--- config.mk ---
export PLATFORM = sky130hd
export DESIGN_NAME = q4k_block_dequantizer
export DESIGN_NICKNAME = d
export VERILOG_FILES = /design/src/sv/q4kbd_pkg.sv /design/src/sv/q4k_block_dequantizer.sv /design/src/sv/q4kbd_fifo.sv /design/src/sv/q4kbd_front.sv /design/src/sv/q4kbd_back.sv
export SDC_FILE = /design/constraint.sdc
export NUM_CORES = 2
export LEC_CHECK = 0
export BUFFER_PORTS_ARGS = -buffer_cell sky130_fd_sc_hd__buf_2
export CORE_UTILIZATION = 58
export DETAILED_ROUTE_END_ITERATION = 10
export GPL_ROUTABILITY_DRIVEN = 0
export PLACE_DENSITY = 0.79
export SYNTH_ARGS = -nofsm -noshare
export SYNTH_HDL_FRONTEND = slang
export SYNTH_SLANG_ARGS = --single-unit
--- constraint.sdc ---
create_clock -name clk -period 12.4 [get_ports clk]
set_clock_uncertainty 0.15 [all_clocks]
set_input_delay 0.62 -clock clk [delete_from_list [all_inputs] [get_ports clk]]
set_output_delay 0.62 -clock clk [all_outputs]
set_load 0.02 [all_outputs]
--- src/sv/q4kbd_pkg.sv ---
// Shared types, constants and helper functions for the Q4_K block dequantizer.
`timescale 1ns / 1ps
package q4kbd_pkg;

    localparam logic [7:0]  BLOCK_LAST   = 8'd143;
    localparam logic [7:0]  HEADER_BYTES = 8'd16;
    localparam logic [31:0] CANON_NAN    = 32'h7FC0_0000;
    localparam logic [7:0]  EXP_TOP      = 8'd152;

    typedef logic [15:0][7:0] hdr_t;

    // One nibble byte with everything the back end needs to finish it.
    typedef struct packed {
        logic [30:0] base;
        logic [7:0]  qbyte;
        logic [5:0]  sc0;
        logic [5:0]  mn0;
        logic [5:0]  sc1;
        logic [5:0]  mn1;
        logic [15:0] d_bits;
        logic [15:0] dm_bits;
        logic [1:0]  emit;
    } fe_item_t;

    // A half-precision value as integer mantissa times 2^(sh-24).
    typedef struct packed {
        logic        sgn;
        logic        inf;
        logic        nan;
        logic [10:0] mant;
        logic [4:0]  sh;
    } half_t;

    function automatic half_t half_decode(logic [15:0] h);
        half_t r;
        r.sgn  = h[15];
        r.inf  = 1'b0;
        r.nan  = 1'b0;
        r.mant = {1'b1, h[9:0]};
        r.sh   = h[14:10] - 5'd1;
        if (h[14:10] == 5'd0) begin
            r.mant = {1'b0, h[9:0]};
            r.sh   = 5'd0;
        end else if (h[14:10] == 5'd31) begin
            r.inf  = (h[9:0] == 10'd0);
            r.nan  = (h[9:0] != 10'd0);
            r.mant = 11'd0;
            r.sh   = 5'd0;
        end
        return r;
    endfunction

    // 6-bit scale of pair j from the packed header bytes 4..15.
    function automatic logic [5:0] pair_sc(hdr_t h, logic [2:0] j);
        logic [3:0] a;
        logic [3:0] c;
        a = 4'd4 + {2'b00, j[1:0]};
        c = 4'd12 + {2'b00, j[1:0]};
        if (!j[2]) begin
            return h[a][5:0];
        end
        return {h[a][7:6], h[c][3:0]};
    endfunction

    // 6-bit minimum of pair j from the packed header bytes 4..15.
    function automatic logic [5:0] pair_mn(hdr_t h, logic [2:0] j);
        logic [3:0] b;
        logic [3:0] c;
        b = 4'd8 + {2'b00, j[1:0]};
        c = 4'd12 + {2'b00, j[1:0]};
        if (!j[2]) begin
            return h[b][5:0];
        end
        return {h[b][7:6], h[c][7:4]};
    endfunction

    // Leading zeros of a 25-bit word; 25 when the word is zero.
    function automatic logic [4:0] lz25(logic [24:0] v);
        logic [4:0] n;
        logic       found;
        n = 5'd25;
        found = 1'b0;
        for (int i = 24; i >= 0; i--) begin
            if (v[i] && !found) begin
                n = 5'(24 - i);
                found = 1'b1;
            end
        end
        return n;
    endfunction

endpackage

--- src/sv/q4k_block_dequantizer.sv ---
// Each kept element of a nibble byte passes the queue and the back end's pipeline registers.
// Throughput: one element per cycle unless the output stalls; a nibble byte with both
// elements kept is issued low then high by the single shared arithmetic pipeline
// fed from the two-entry byte queue. Header bytes are stored and produce no elements.
// Reset (rst_n, asynchronous, active low) clears the block position, block count,
// element limit, queue and pipeline; header bytes are undefined until the stream writes them.
`timescale 1ns / 1ps
module q4k_block_dequantizer
    import q4kbd_pkg::*;
(
    input  logic        clk,
    input  logic        rst_n,
    // Configuration: the element limit, written whenever cfg_wr_en is high.
    input  logic        cfg_wr_en,
    input  logic [30:0] cfg_wr_data,
    // Input stream of block bytes.
    input  logic        in_valid,
    output logic        in_ready,
    input  logic [7:0]  data_byte,
    // Result stream of dequantized elements.
    output logic        out_valid,
    input  logic        out_ready,
    output logic [30:0] elem_index,
    output logic [31:0] value_bits,
    output logic        run_last
);

    logic [30:0] total_reg;
    logic        fifo_full;
    logic        push;
    fe_item_t    push_item;
    logic        pop;
    logic        head_valid;
    fe_item_t    head;

    // The element limit only moves on configuration transactions.
    always_ff @(posedge clk or negedge rst_n)
    begin
        if (!rst_n) begin
            total_reg <= 31'd0;
        end else if (cfg_wr_en) begin
            total_reg <= cfg_wr_data;
        end
    end

    // The front end consumes one byte per transaction. Header bytes are stored in
    // place; nibble bytes are tagged with their scales and which elements survive
    // the limit, then queued. Bytes with no surviving element are dropped here.
    q4kbd_front u_front (
        .clk            (clk),
        .rst_n          (rst_n),
        .total_elements (total_reg),
        .in_valid       (in_valid),
        .in_ready       (in_ready),
        .data_byte      (data_byte),
        .fifo_full      (fifo_full),
        .push           (push),
        .push_item      (push_item)
    );

    // The queue lets header bytes keep flowing while the back end is stalled.
    q4kbd_fifo u_fifo (
        .clk        (clk),
        .rst_n      (rst_n),
        .push       (push),
        .push_item  (push_item),
        .full       (fifo_full),
        .pop        (pop),
        .head_valid (head_valid),
        .head       (head)
    );

    // The back end splits each entry into its low and high elements and computes
    // scale*sc*q - min*m exactly in fixed point before one rounding to fp32.
    q4kbd_back u_back (
        .clk        (clk),
        .rst_n      (rst_n),
        .head_valid (head_valid),
        .head       (head),
        .pop        (pop),
        .out_valid  (out_valid),
        .out_ready  (out_ready),
        .elem_index (elem_index),
        .value_bits (value_bits),
        .run_last   (run_last)
    );

endmodule

--- src/sv/q4kbd_fifo.sv ---
// Two-entry queue between the byte front end and the arithmetic back end.
`timescale 1ns / 1ps
module q4kbd_fifo
    import q4kbd_pkg::*;
(
    input  logic     clk,
    input  logic     rst_n,
    input  logic     push,
    input  fe_item_t push_item,
    output logic     full,
    input  logic     pop,
    output logic     head_valid,
    output fe_item_t head
);

    fe_item_t   mem_reg [2];
    logic       wr_ptr_reg;
    logic       rd_ptr_reg;
    logic [1:0] count_reg;
    logic [1:0] count_next;

    assign full       = (count_reg == 2'd2);
    assign head_valid = (count_reg != 2'd0);
    assign head       = mem_reg[rd_ptr_reg];

    always_comb
    begin
        count_next = count_reg + {1'b0, push} - {1'b0, pop};
    end

    always_ff @(posedge clk)
    begin
        if (push) begin
            mem_reg[wr_ptr_reg] <= push_item;
        end
    end

    always_ff @(posedge clk or negedge rst_n)
    begin
        if (!rst_n) begin
            wr_ptr_reg <= 1'b0;
            rd_ptr_reg <= 1'b0;
            count_reg  <= 2'd0;
        end else begin
            if (push) wr_ptr_reg <= ~wr_ptr_reg;
            if (pop)  rd_ptr_reg <= ~rd_ptr_reg;
            count_reg <= count_next;
        end
    end

    a_no_overflow: assert property (@(posedge clk) disable iff (!rst_n)
        push |-> (!full || pop))
        else $error("queue written while full");
    a_no_underflow: assert property (@(posedge clk) disable iff (!rst_n)
        pop |-> head_valid)
        else $error("queue read while empty");

endmodule

--- src/sv/q4kbd_front.sv ---
// Front end: tracks the place in the block, keeps the header and queues nibble bytes.
`timescale 1ns / 1ps
module q4kbd_front
    import q4kbd_pkg::*;
(
    input  logic        clk,
    input  logic        rst_n,
    input  logic [30:0] total_elements,
    input  logic        in_valid,
    output logic        in_ready,
    input  logic [7:0]  data_byte,
    input  logic        fifo_full,
    output logic        push,
    output fe_item_t    push_item
);

    logic [7:0]  pos_reg;
    logic [7:0]  pos_next;
    logic [23:0] blk_reg;
    logic [23:0] blk_next;
    hdr_t        hdr_reg;
    logic        is_hdr;
    logic        accept;
    logic [7:0]  t;
    logic [1:0]  g;
    logic [31:0] idx_lo;
    logic [31:0] idx_hi;
    logic [1:0]  emit;

    assign is_hdr   = (pos_reg < HEADER_BYTES);
    assign in_ready = is_hdr || !fifo_full;
    assign accept   = in_valid && in_ready;

    always_comb
    begin
        t      = pos_reg - HEADER_BYTES;
        g      = t[6:5];
        idx_lo = {blk_reg, g, 1'b0, t[4:0]};
        idx_hi = {blk_reg, g, 1'b1, t[4:0]};
        emit   = {idx_hi < {1'b0, total_elements}, idx_lo < {1'b0, total_elements}};

        push_item.base    = idx_lo[30:0];
        push_item.qbyte   = data_byte;
        push_item.sc0     = pair_sc(hdr_reg, {g, 1'b0});
        push_item.mn0     = pair_mn(hdr_reg, {g, 1'b0});
        push_item.sc1     = pair_sc(hdr_reg, {g, 1'b1});
        push_item.mn1     = pair_mn(hdr_reg, {g, 1'b1});
        push_item.d_bits  = {hdr_reg[1], hdr_reg[0]};
        push_item.dm_bits = {hdr_reg[3], hdr_reg[2]};
        push_item.emit    = emit;

        push = accept && !is_hdr && (emit != 2'b00);

        pos_next = pos_reg + 8'd1;
        blk_next = blk_reg;
        if (pos_reg == BLOCK_LAST) begin
            pos_next = 8'd0;
            blk_next = blk_reg + 24'd1;
        end
    end

    always_ff @(posedge clk)
    begin
        if (accept && is_hdr) begin
            hdr_reg[pos_reg[3:0]] <= data_byte;
        end
    end

    always_ff @(posedge clk or negedge rst_n)
    begin
        if (!rst_n) begin
            pos_reg <= 8'd0;
            blk_reg <= 24'd0;
        end else if (accept) begin
            pos_reg <= pos_next;
            blk_reg <= blk_next;
        end
    end

    a_pos_range: assert property (@(posedge clk) disable iff (!rst_n)
        pos_reg <= BLOCK_LAST)
        else $error("byte position left the block");

endmodule

--- src/sv/q4kbd_back.sv ---
// Back end: issues one element per cycle unless stalled; six stages compute it.
`timescale 1ns / 1ps
module q4kbd_back
    import q4kbd_pkg::*;
(
    input  logic        clk,
    input  logic        rst_n,
    input  logic        head_valid,
    input  fe_item_t    head,
    output logic        pop,
    output logic        out_valid,
    input  logic        out_ready,
    output logic [30:0] elem_index,
    output logic [31:0] value_bits,
    output logic        run_last
);

    logic en;
    logic take;
    logic sel_hi;
    logic phase_reg;
    logic phase_next;

    // Stage 1: operands decoded, scale products formed.
    logic        v1_reg, last1_reg, scz1_reg, mnz1_reg;
    logic [30:0] idx1_reg;
    logic [3:0]  q1_reg;
    half_t       hd1_reg, hm1_reg;
    logic [16:0] pd1_reg, pm1_reg;
    // Stage 2: product with the quant, special cases resolved.
    logic        v2_reg, last2_reg, sd2_reg, sm2_reg, spec2_reg;
    logic [30:0] idx2_reg;
    logic [20:0] pmag2_reg;
    logic [16:0] bmag2_reg;
    logic [4:0]  shd2_reg, shm2_reg;
    logic [31:0] sbits2_reg;
    // Stage 3: aligned subtraction.
    logic        v3_reg, last3_reg, spec3_reg, sgn3_reg, zsgn3_reg;
    logic [30:0] idx3_reg;
    logic [31:0] sbits3_reg;
    logic [49:0] mag3_reg;
    // Stage 4: leading-zero count per half.
    logic        v4_reg, last4_reg, spec4_reg, sgn4_reg, zsgn4_reg, hiz4_reg;
    logic [30:0] idx4_reg;
    logic [31:0] sbits4_reg;
    logic [49:0] mag4_reg;
    logic [4:0]  hlz4_reg, llz4_reg;
    // Stage 5: normalized.
    logic        v5_reg, last5_reg, spec5_reg, sgn5_reg, zsgn5_reg, zero5_reg;
    logic [30:0] idx5_reg;
    logic [31:0] sbits5_reg;
    logic [49:0] norm5_reg;
    logic [7:0]  exp5_reg;
    // Stage 6: rounded result, the output register.
    logic        v6_reg, last6_reg;
    logic [30:0] idx6_reg;
    logic [31:0] val6_reg;

    half_t       hd_next, hm_next;
    logic [5:0]  sc_next, mn_next;
    logic [3:0]  q_next;
    logic        p_nan, p_inf, b_nan, b_inf;
    logic [31:0] sbits_next;
    logic [49:0] pa, ba, mag_next;
    logic        sgn_next;
    logic [5:0]  lz;
    logic [31:0] rounded;
    logic        rnd;
    logic [31:0] val_next;

    assign en     = !v6_reg || out_ready;
    assign take   = head_valid && en;
    assign sel_hi = phase_reg || !head.emit[0];
    assign pop    = take && (sel_hi || !head.emit[1]);

    always_comb
    begin
        phase_next = phase_reg;
        if (take) begin
            phase_next = !sel_hi && head.emit[1];
        end
        hd_next = half_decode(head.d_bits);
        hm_next = half_decode(head.dm_bits);
        sc_next = sel_hi ? head.sc1 : head.sc0;
        mn_next = sel_hi ? head.mn1 : head.mn0;
        q_next  = sel_hi ? head.qbyte[7:4] : head.qbyte[3:0];

        p_nan = hd1_reg.nan || (hd1_reg.inf && (scz1_reg || q1_reg == 4'd0));
        p_inf = hd1_reg.inf && !p_nan;
        b_nan = hm1_reg.nan || (hm1_reg.inf && mnz1_reg);
        b_inf = hm1_reg.inf && !b_nan;
        if (p_nan || b_nan || (p_inf && b_inf && hd1_reg.sgn == hm1_reg.sgn)) begin
            sbits_next = CANON_NAN;
        end else if (p_inf) begin
            sbits_next = {hd1_reg.sgn, 8'hFF, 23'd0};
        end else begin
            sbits_next = {~hm1_reg.sgn, 8'hFF, 23'd0};
        end

        pa = {29'd0, pmag2_reg} << shd2_reg;
        ba = {33'd0, bmag2_reg} << shm2_reg;
        if (sd2_reg != sm2_reg) begin
            mag_next = pa + ba;
            sgn_next = sd2_reg;
        end else if (pa >= ba) begin
            mag_next = pa - ba;
            sgn_next = sd2_reg;
        end else begin
            mag_next = ba - pa;
            sgn_next = !sd2_reg;
        end

        lz = hiz4_reg ? (6'd25 + {1'b0, llz4_reg}) : {1'b0, hlz4_reg};

        rnd     = norm5_reg[25] && (norm5_reg[26] || (norm5_reg[24:0] != 25'd0));
        rounded = {sgn5_reg, exp5_reg, norm5_reg[48:26]} + {31'd0, rnd};
        if (spec5_reg) begin
            val_next = sbits5_reg;
        end else if (zero5_reg) begin
            val_next = {zsgn5_reg, 31'd0};
        end else begin
            val_next = rounded;
        end
    end

    always_ff @(posedge clk)
    begin
        if (en) begin
            idx1_reg  <= sel_hi ? {head.base[30:6], 1'b1, head.base[4:0]} : head.base;
            last1_reg <= sel_hi || !head.emit[1];
            q1_reg    <= q_next;
            scz1_reg  <= (sc_next == 6'd0);
            mnz1_reg  <= (mn_next == 6'd0);
            hd1_reg   <= hd_next;
            hm1_reg   <= hm_next;
            pd1_reg   <= {6'd0, hd_next.mant} * {11'd0, sc_next};
            pm1_reg   <= {6'd0, hm_next.mant} * {11'd0, mn_next};

            idx2_reg   <= idx1_reg;
            last2_reg  <= last1_reg;
            pmag2_reg  <= {4'd0, pd1_reg} * {17'd0, q1_reg};
            bmag2_reg  <= pm1_reg;
            shd2_reg   <= hd1_reg.sh;
            shm2_reg   <= hm1_reg.sh;
            sd2_reg    <= hd1_reg.sgn;
            sm2_reg    <= hm1_reg.sgn;
            spec2_reg  <= p_nan || p_inf || b_nan || b_inf;
            sbits2_reg <= sbits_next;

            idx3_reg   <= idx2_reg;
            last3_reg  <= last2_reg;
            spec3_reg  <= spec2_reg;
            sbits3_reg <= sbits2_reg;
            mag3_reg   <= mag_next;
            sgn3_reg   <= sgn_next;
            zsgn3_reg  <= sd2_reg && !sm2_reg;

            idx4_reg   <= idx3_reg;
            last4_reg  <= last3_reg;
            spec4_reg  <= spec3_reg;
            sbits4_reg <= sbits3_reg;
            mag4_reg   <= mag3_reg;
            sgn4_reg   <= sgn3_reg;
            zsgn4_reg  <= zsgn3_reg;
            hlz4_reg   <= lz25(mag3_reg[49:25]);
            llz4_reg   <= lz25(mag3_reg[24:0]);
            hiz4_reg   <= (mag3_reg[49:25] == 25'd0);

            idx5_reg   <= idx4_reg;
            last5_reg  <= last4_reg;
            spec5_reg  <= spec4_reg;
            sbits5_reg <= sbits4_reg;
            sgn5_reg   <= sgn4_reg;
            zsgn5_reg  <= zsgn4_reg;
            zero5_reg  <= (mag4_reg == 50'd0);
            norm5_reg  <= mag4_reg << lz;
            exp5_reg   <= EXP_TOP - {2'b00, lz};

            idx6_reg  <= idx5_reg;
            last6_reg <= last5_reg;
            val6_reg  <= val_next;
        end
    end

    always_ff @(posedge clk or negedge rst_n)
    begin
        if (!rst_n) begin
            phase_reg <= 1'b0;
            v1_reg <= 1'b0;
            v2_reg <= 1'b0;
            v3_reg <= 1'b0;
            v4_reg <= 1'b0;
            v5_reg <= 1'b0;
            v6_reg <= 1'b0;
        end else begin
            phase_reg <= phase_next;
            if (en) begin
                v1_reg <= take;
                v2_reg <= v1_reg;
                v3_reg <= v2_reg;
                v4_reg <= v3_reg;
                v5_reg <= v4_reg;
                v6_reg <= v5_reg;
            end
        end
    end

    assign out_valid  = v6_reg;
    assign elem_index = idx6_reg;
    assign value_bits = val6_reg;
    assign run_last   = last6_reg;

    a_phase_head: assert property (@(posedge clk) disable iff (!rst_n)
        phase_reg |-> (head_valid && head.emit[0] && head.emit[1]))
        else $error("second element pending without its queue entry");
    a_out_hold: assert property (@(posedge clk) disable iff (!rst_n)
        (out_valid && !out_ready) |=> (out_valid && $stable(value_bits)))
        else $error("stalled result changed");

endmodule
# Word level (Yosys, flattened, before mapping)
# Memories as Yosys holds them, arrays and structs flattened.
# Cells that the tools add are included.
totals:
  ff_bits: 839
  ram_bits: 192
  output_inout_bits: 66
  wordCells: 472
  mem_count: 1
mem_list:
  columns: ["name", "words", "width", "rd", "rd_clocked_by_memory_dff", "write_ports", "line_no", "source"]
  rows:
  - ["u_fifo.mem_reg", 2, 96, 1, 0, 1, "q4kbd_fifo.sv:16", "fe_item_t mem_reg [2];"]
classes:
  add_sub_neg: 19
  n_mul: 3
  n_lt_le_gt_ge: 12
  eq_ne: 6
  shifts: 3
  mux: 181
  bitwise: 5
  reduce_logical: 156
op_table:
  columns: ["operator", "count"]
  rows:
  - ["$bmux W8 S4", 6]
  - ["$mux W5", 32]
  - ["$bwmux W128", 1]
  - ["$mux W1", 100]
  - ["$mux W50", 2]
  - ["$sub A50 B50 Y50", 2]
  - ["$mux W32", 3]
  - ["$mux W4", 17]
  - ["$logic_and A1 B1 Y1", 64]
  - ["$lt A32 B31 Y1", 2]
  - ["$mux W16", 4]
  - ["$mux W8", 8]
  - ["$logic_not A1 Y1", 58]
  - ["$add A50 B50 Y50", 1]
  - ["$ge A50 B50 Y1", 1]
  - ["$logic_not A50 Y1", 1]
  - ["$shl A17 B5 Y50", 1]
  - ["$shl A21 B5 Y50", 1]
  - ["$shl A50 B6 Y49", 1]
  - ["$mux W6", 7]
  - ["$lt A4 B5 Y1 const B", 7]
  - ["$mul A11 B6 Y17", 2]
  - ["$add A32 B1 Y32", 1]
  - ["$demux W8 S4", 1]
  - ["other kinds (32)", 62]

# Depth between registers and ports, before layout
depth:
  depth_word: 98
  mapped_depth: 29
  mapped_depth_nobuf: 24

# By module
# A second synthesis with hierarchy kept.
unflattened:
  cells_unflattened: 4579
  hier_area_um2: 52993.3
modules_own_cells:
  columns: ["mod", "instances", "cells_each", "area_each_um2"]
  rows:
  - ["q4kbd_back", 1, 3689, 37196.9]
  - ["q4kbd_front", 1, 508, 7365.8]
  - ["q4kbd_fifo", 1, 317, 7272.0]
  - ["q4k_block_dequantizer", 1, 65, 1158.6]

# Least setup slack after synthesis
# OpenSTA, ideal clock, no wires.
synth_timing:
  path_kind: "input to register"
  start: "input out_ready"
  end: "register u_back.bmag2_reg[0], enable pin"
  setup_time_ns: 0.861
  t_arrival_ns: 10.763
  path_slack_ns: 0.626
  cell_stages: 3
  cell_sequence: "nor2b_1 -> clkbuf_1 -> inv_1"
synth_between:
  elab_chain_len: 1
synth_lines:
  columns: ["element", "line_no", "source"]
  rows:
  - ["start: declaration", "q4k_block_dequantizer.sv:22", "input logic out_ready,"]
  - ["$logic_or A1 B1 Y1", "q4kbd_back.sv:71", "assign en = !v6_reg || out_ready;"]
  - ["end signal: assignment", "q4kbd_back.sv:142", "bmag2_reg <= pm1_reg;"]
  - ["end: declaration", "q4kbd_back.sv:34", "logic [16:0] bmag2_reg;"]
# No other way between the ends.
# A chain may end at the register's enable or synchronous reset.

# Worst setup path after layout
layout_timing:
  start: "register u_fifo.rd_ptr_reg"
  end: "register u_back.pd1_reg[16] (data pin)"
layout_between:
  elab_chain_len: 5
  word_cells_on_any_way: 9
layout_lines:
  columns: ["element", "line_no", "source"]
  rows:
  - ["start: declaration", "q4kbd_fifo.sv:18", "logic rd_ptr_reg;"]
  - ["start signal: assignment", "q4kbd_fifo.sv:46", "if (pop) rd_ptr_reg <= ~rd_ptr_reg;"]
  - ["$mem_v2 Z2 W96 *", null, null]
  - ["$eq A5 B5 Y1 or $logic_not A1 Y1 (tied branches)", "q4kbd_pkg.sv:44, q4kbd_back.sv:73", null]
  - ["$mux W16 or $logic_or A1 B1 Y1 (tied branches)", "q4kbd_pkg.sv:44, q4kbd_back.sv:73", null]
  - ["$mux W16 or $mux W6 (tied branches)", "q4kbd_pkg.sv:41, q4kbd_back.sv:84", null]
  - ["$mul A11 B6 Y17 *", "q4kbd_back.sv:136", "pd1_reg <= {6'd0, hd_next.mant} * {11'd0, sc_next};"]
  - ["end signal: assignment", "q4kbd_back.sv:136", null]
  - ["end: declaration", "q4kbd_back.sv:29", "logic [16:0] pd1_reg, pm1_reg;"]
# Mark *: on every way between the ends. The rest lies on a longest branch, timed or not.

==> flow_summary.ini <==
[floorplan]
rows = 109
coreArea_um2 = 88510
dieArea_um2 = 90560
num_io_pins = 110
die_x_um = 300.9
start_util = 0.5855
die_h_um = 300.9

[timing]
setup-tns-final_ns = 0
post-route-period-util = 0.5949
worst_pin_slew_ns = 1.193
max_freq_mhz = 135.6
fin_ws_ns = 5.023
drv_slew = 0
hold_viol = 0
setup_viol = 0
relSlewSlack = 0.2048
rsz0062_at_grt = false
fin_crit_ns = 7.377

[critical_path]
setup.worst_path.end_class = flop
critPathKind = flop to flop
setup.worst_path.start_class = flop
r2r_setup_slack_ns = 5.02
cp_max_fo = 48
crit_path_max_incr_delay_ns = 0.80
worstPathRequired_ns = 12.65
crit_path_frequent_cell = inv_1
critPathSlowestCell = dfrtp_4
r2r_cells = 26
crit_arrival_ns = 7.63

[clock_tree]
ctsResizeCount = 0
htreeDepth = 3
cts.sinks = 911
cts_tree = done
insertion_delay_ns = 0.68
cts-root-buf = clkbuf_16
clockBufferDepth = 3
cts_setup_buffers = 0
clkTransAtPathRegs_ns = 0.06
cts-buffers-inserted = 90

[status]
failed_checks = DRC
status = complete, but fails checks

[place]
place_ws_ns = 5.153
port_buffers = 109
hpwl_um = 84640

[cells_and_area]
largest_reg_flops = 192
fin_util = 0.6393
area_growth_pct = 9.179
nets = 4996
drive_gt1_frac = 0.09458

[synth]
synth-simple-area-share = 0.1167
yosys-top-cells-area = edfxtp_1 48%, ha_1 6.4%, mux2i_1 4.5%, fa_1 4.1%, dfrtp_1 3.6%
synth_fa_ha_area_frac = 0.1058
syn_avg_cell_area_um2 = 11.46
synth_top_family_by_area = simple AND/OR/NAND/NOR gates
syn_nets = 4942
synth_area_leader_cell = edfxtp_1
synth-xor-area-share = 0.02721
synth_edf_count = 837
synth_compound_gate_area_share = 0.1075
synthMuxAreaShare = 0.08134
yosys.cell_count.top_type = edfxtp_1
synthFlopType = edfxtp_1
yosysUniqueCellTypes = 88
synth_seq_cells = 911
yosysWarnings = 0
synth_common_cells = 837 x edfxtp_1, 443 x nand2_1, 355 x nor2_1
syn_area_um2 = 51830
yosysTopAreaCellShare = 0.4850
synthCells = 4524
yosysSeqAreaShare = 0.5207
synthArstFlopShare = 0.08123

[global_route]
grt_pass1_wl_um = 187900
grtUsageMet1 = 0.3358
antenna_found_initial = 2
grt_pass1_vias = 34940
grt_overflow = 0
track_usage = 0.2620
grt_max_degree = 181
grt-busiest-layer = met2
grt_util_met2 = 0.4429
grtUsageMet3 = 0.04012

[routing]
avgRoutedWirePerCell_um = 20.56
wl_um = 119600
via_per_inst = 6.123
ant_nets = 0
dr.pass1.iters = 10
drc_errors = 6
first_iter_violations = 4046
vias = 35630

[job]
max-cap-violations = 0

[worst_hold_path]
hp-class = input port to flop
whs_path_depth = 3
[per-layer routing]
metal,part of all wire,up-vias
met1,0.39,17110
met3,0.076,353
met4,0.043,0
met2,0.49,1721
li1,-,16450
met5,0,-
[worst max-delay path, delay by kind of cell (launching register included)]
family / cells / cell delay (ns)
AO/OA/AOI/OAI: 10 / 1.86
adder cells (fa/ha/maj): 5 / 1.85
buffers and inverters: 6 / 1.23
flip-flops: 1 / 0.80
AND/OR/NAND/NOR: 4 / 0.68
multiplexers: 1 / 0.45
[cell type report]
| cell class | count | area [um2] |
|---|---|---|
| fill | 6462 | 31930 |
| sequential | 911 | 26990 |
| multi-input combinational | 3065 | 22810 |
| clock buffer | 115 | 2366 |
| tap | 1165 | 1458 |
| inverter | 351 | 1325 |
| timing repair buffer | 159 | 988.4 |
| clock inverter | 51 | 645.6 |
| antenna | 2 | 5.005 |
[cells in the final DEF, fill, tap and decap left out, types with 73 or more instances in the layout]
master,synthesis,final
clkbuf_16,0,90
a21o_1,84,84
nor2_1,355,353
inv_1,342,341
o21ai_0,159,158
ha_1,267,266
mux2i_1,231,230
edfxtp_1,837,837
xnor2_1,115,115
buf_2,32,108
nor3_1,92,91
dfrtp_1,74,73
nand2_1,443,443
a21oi_1,309,308
fa_1,107,107
[path summary, 6_finish.rpt]
path	endpoint	from
max in group asynchronous	u_fifo.rd_ptr_reg	rst_n
worst min register to register	u_back.idx5_reg[29]	u_back.idx4_reg[29]
worst max-delay path	u_back.pd1_reg[16]	u_fifo.rd_ptr_reg
worst max register to register	u_back.pd1_reg[16]	u_fifo.rd_ptr_reg
min in group asynchronous	total_reg[6]	rst_n
worst min-delay path	total_reg[6]	cfg_wr_data[6]
[per-stage QoR]
| step | instances | area, um2 | hold slack (ns) |
|---|---|---|---|
| after global placement | 5630 | 53360 | 0.2503 |
| after CTS | 5817 | 56580 | 0.007842 |
| after detailed placement | 5630 | 53360 | 0.2545 |
| after floorplan | 4524 | 51830 | 0.1744 |
| after global routing | 5819 | 56580 | 0.03640 |
| final | 5819 | 56580 | 0.01986 |
[repair_timing]
item / in CTS / in global routing
hold buffers: 21 / 0
endpoints found under the hold margin: 94 / 0
endpoints found under the setup margin: 0 / 0
[logic make-up (layout without fill, tap and decap cells)]
kind of cell	after synthesis	count (layout)
AO/OA/AOI/OAI	879	879
XOR/XNOR	161	161
adder cells (fa/ha/maj)	374	374
buffers and inverters	548	676
flip-flops	911	911
multiplexers	348	348
other	0	2
AND/OR/NAND/NOR	1303	1303
Power is left out: the tool's default activity adds up to more than one toggle a clock period on the data nets, which glitch-free logic cannot reach.
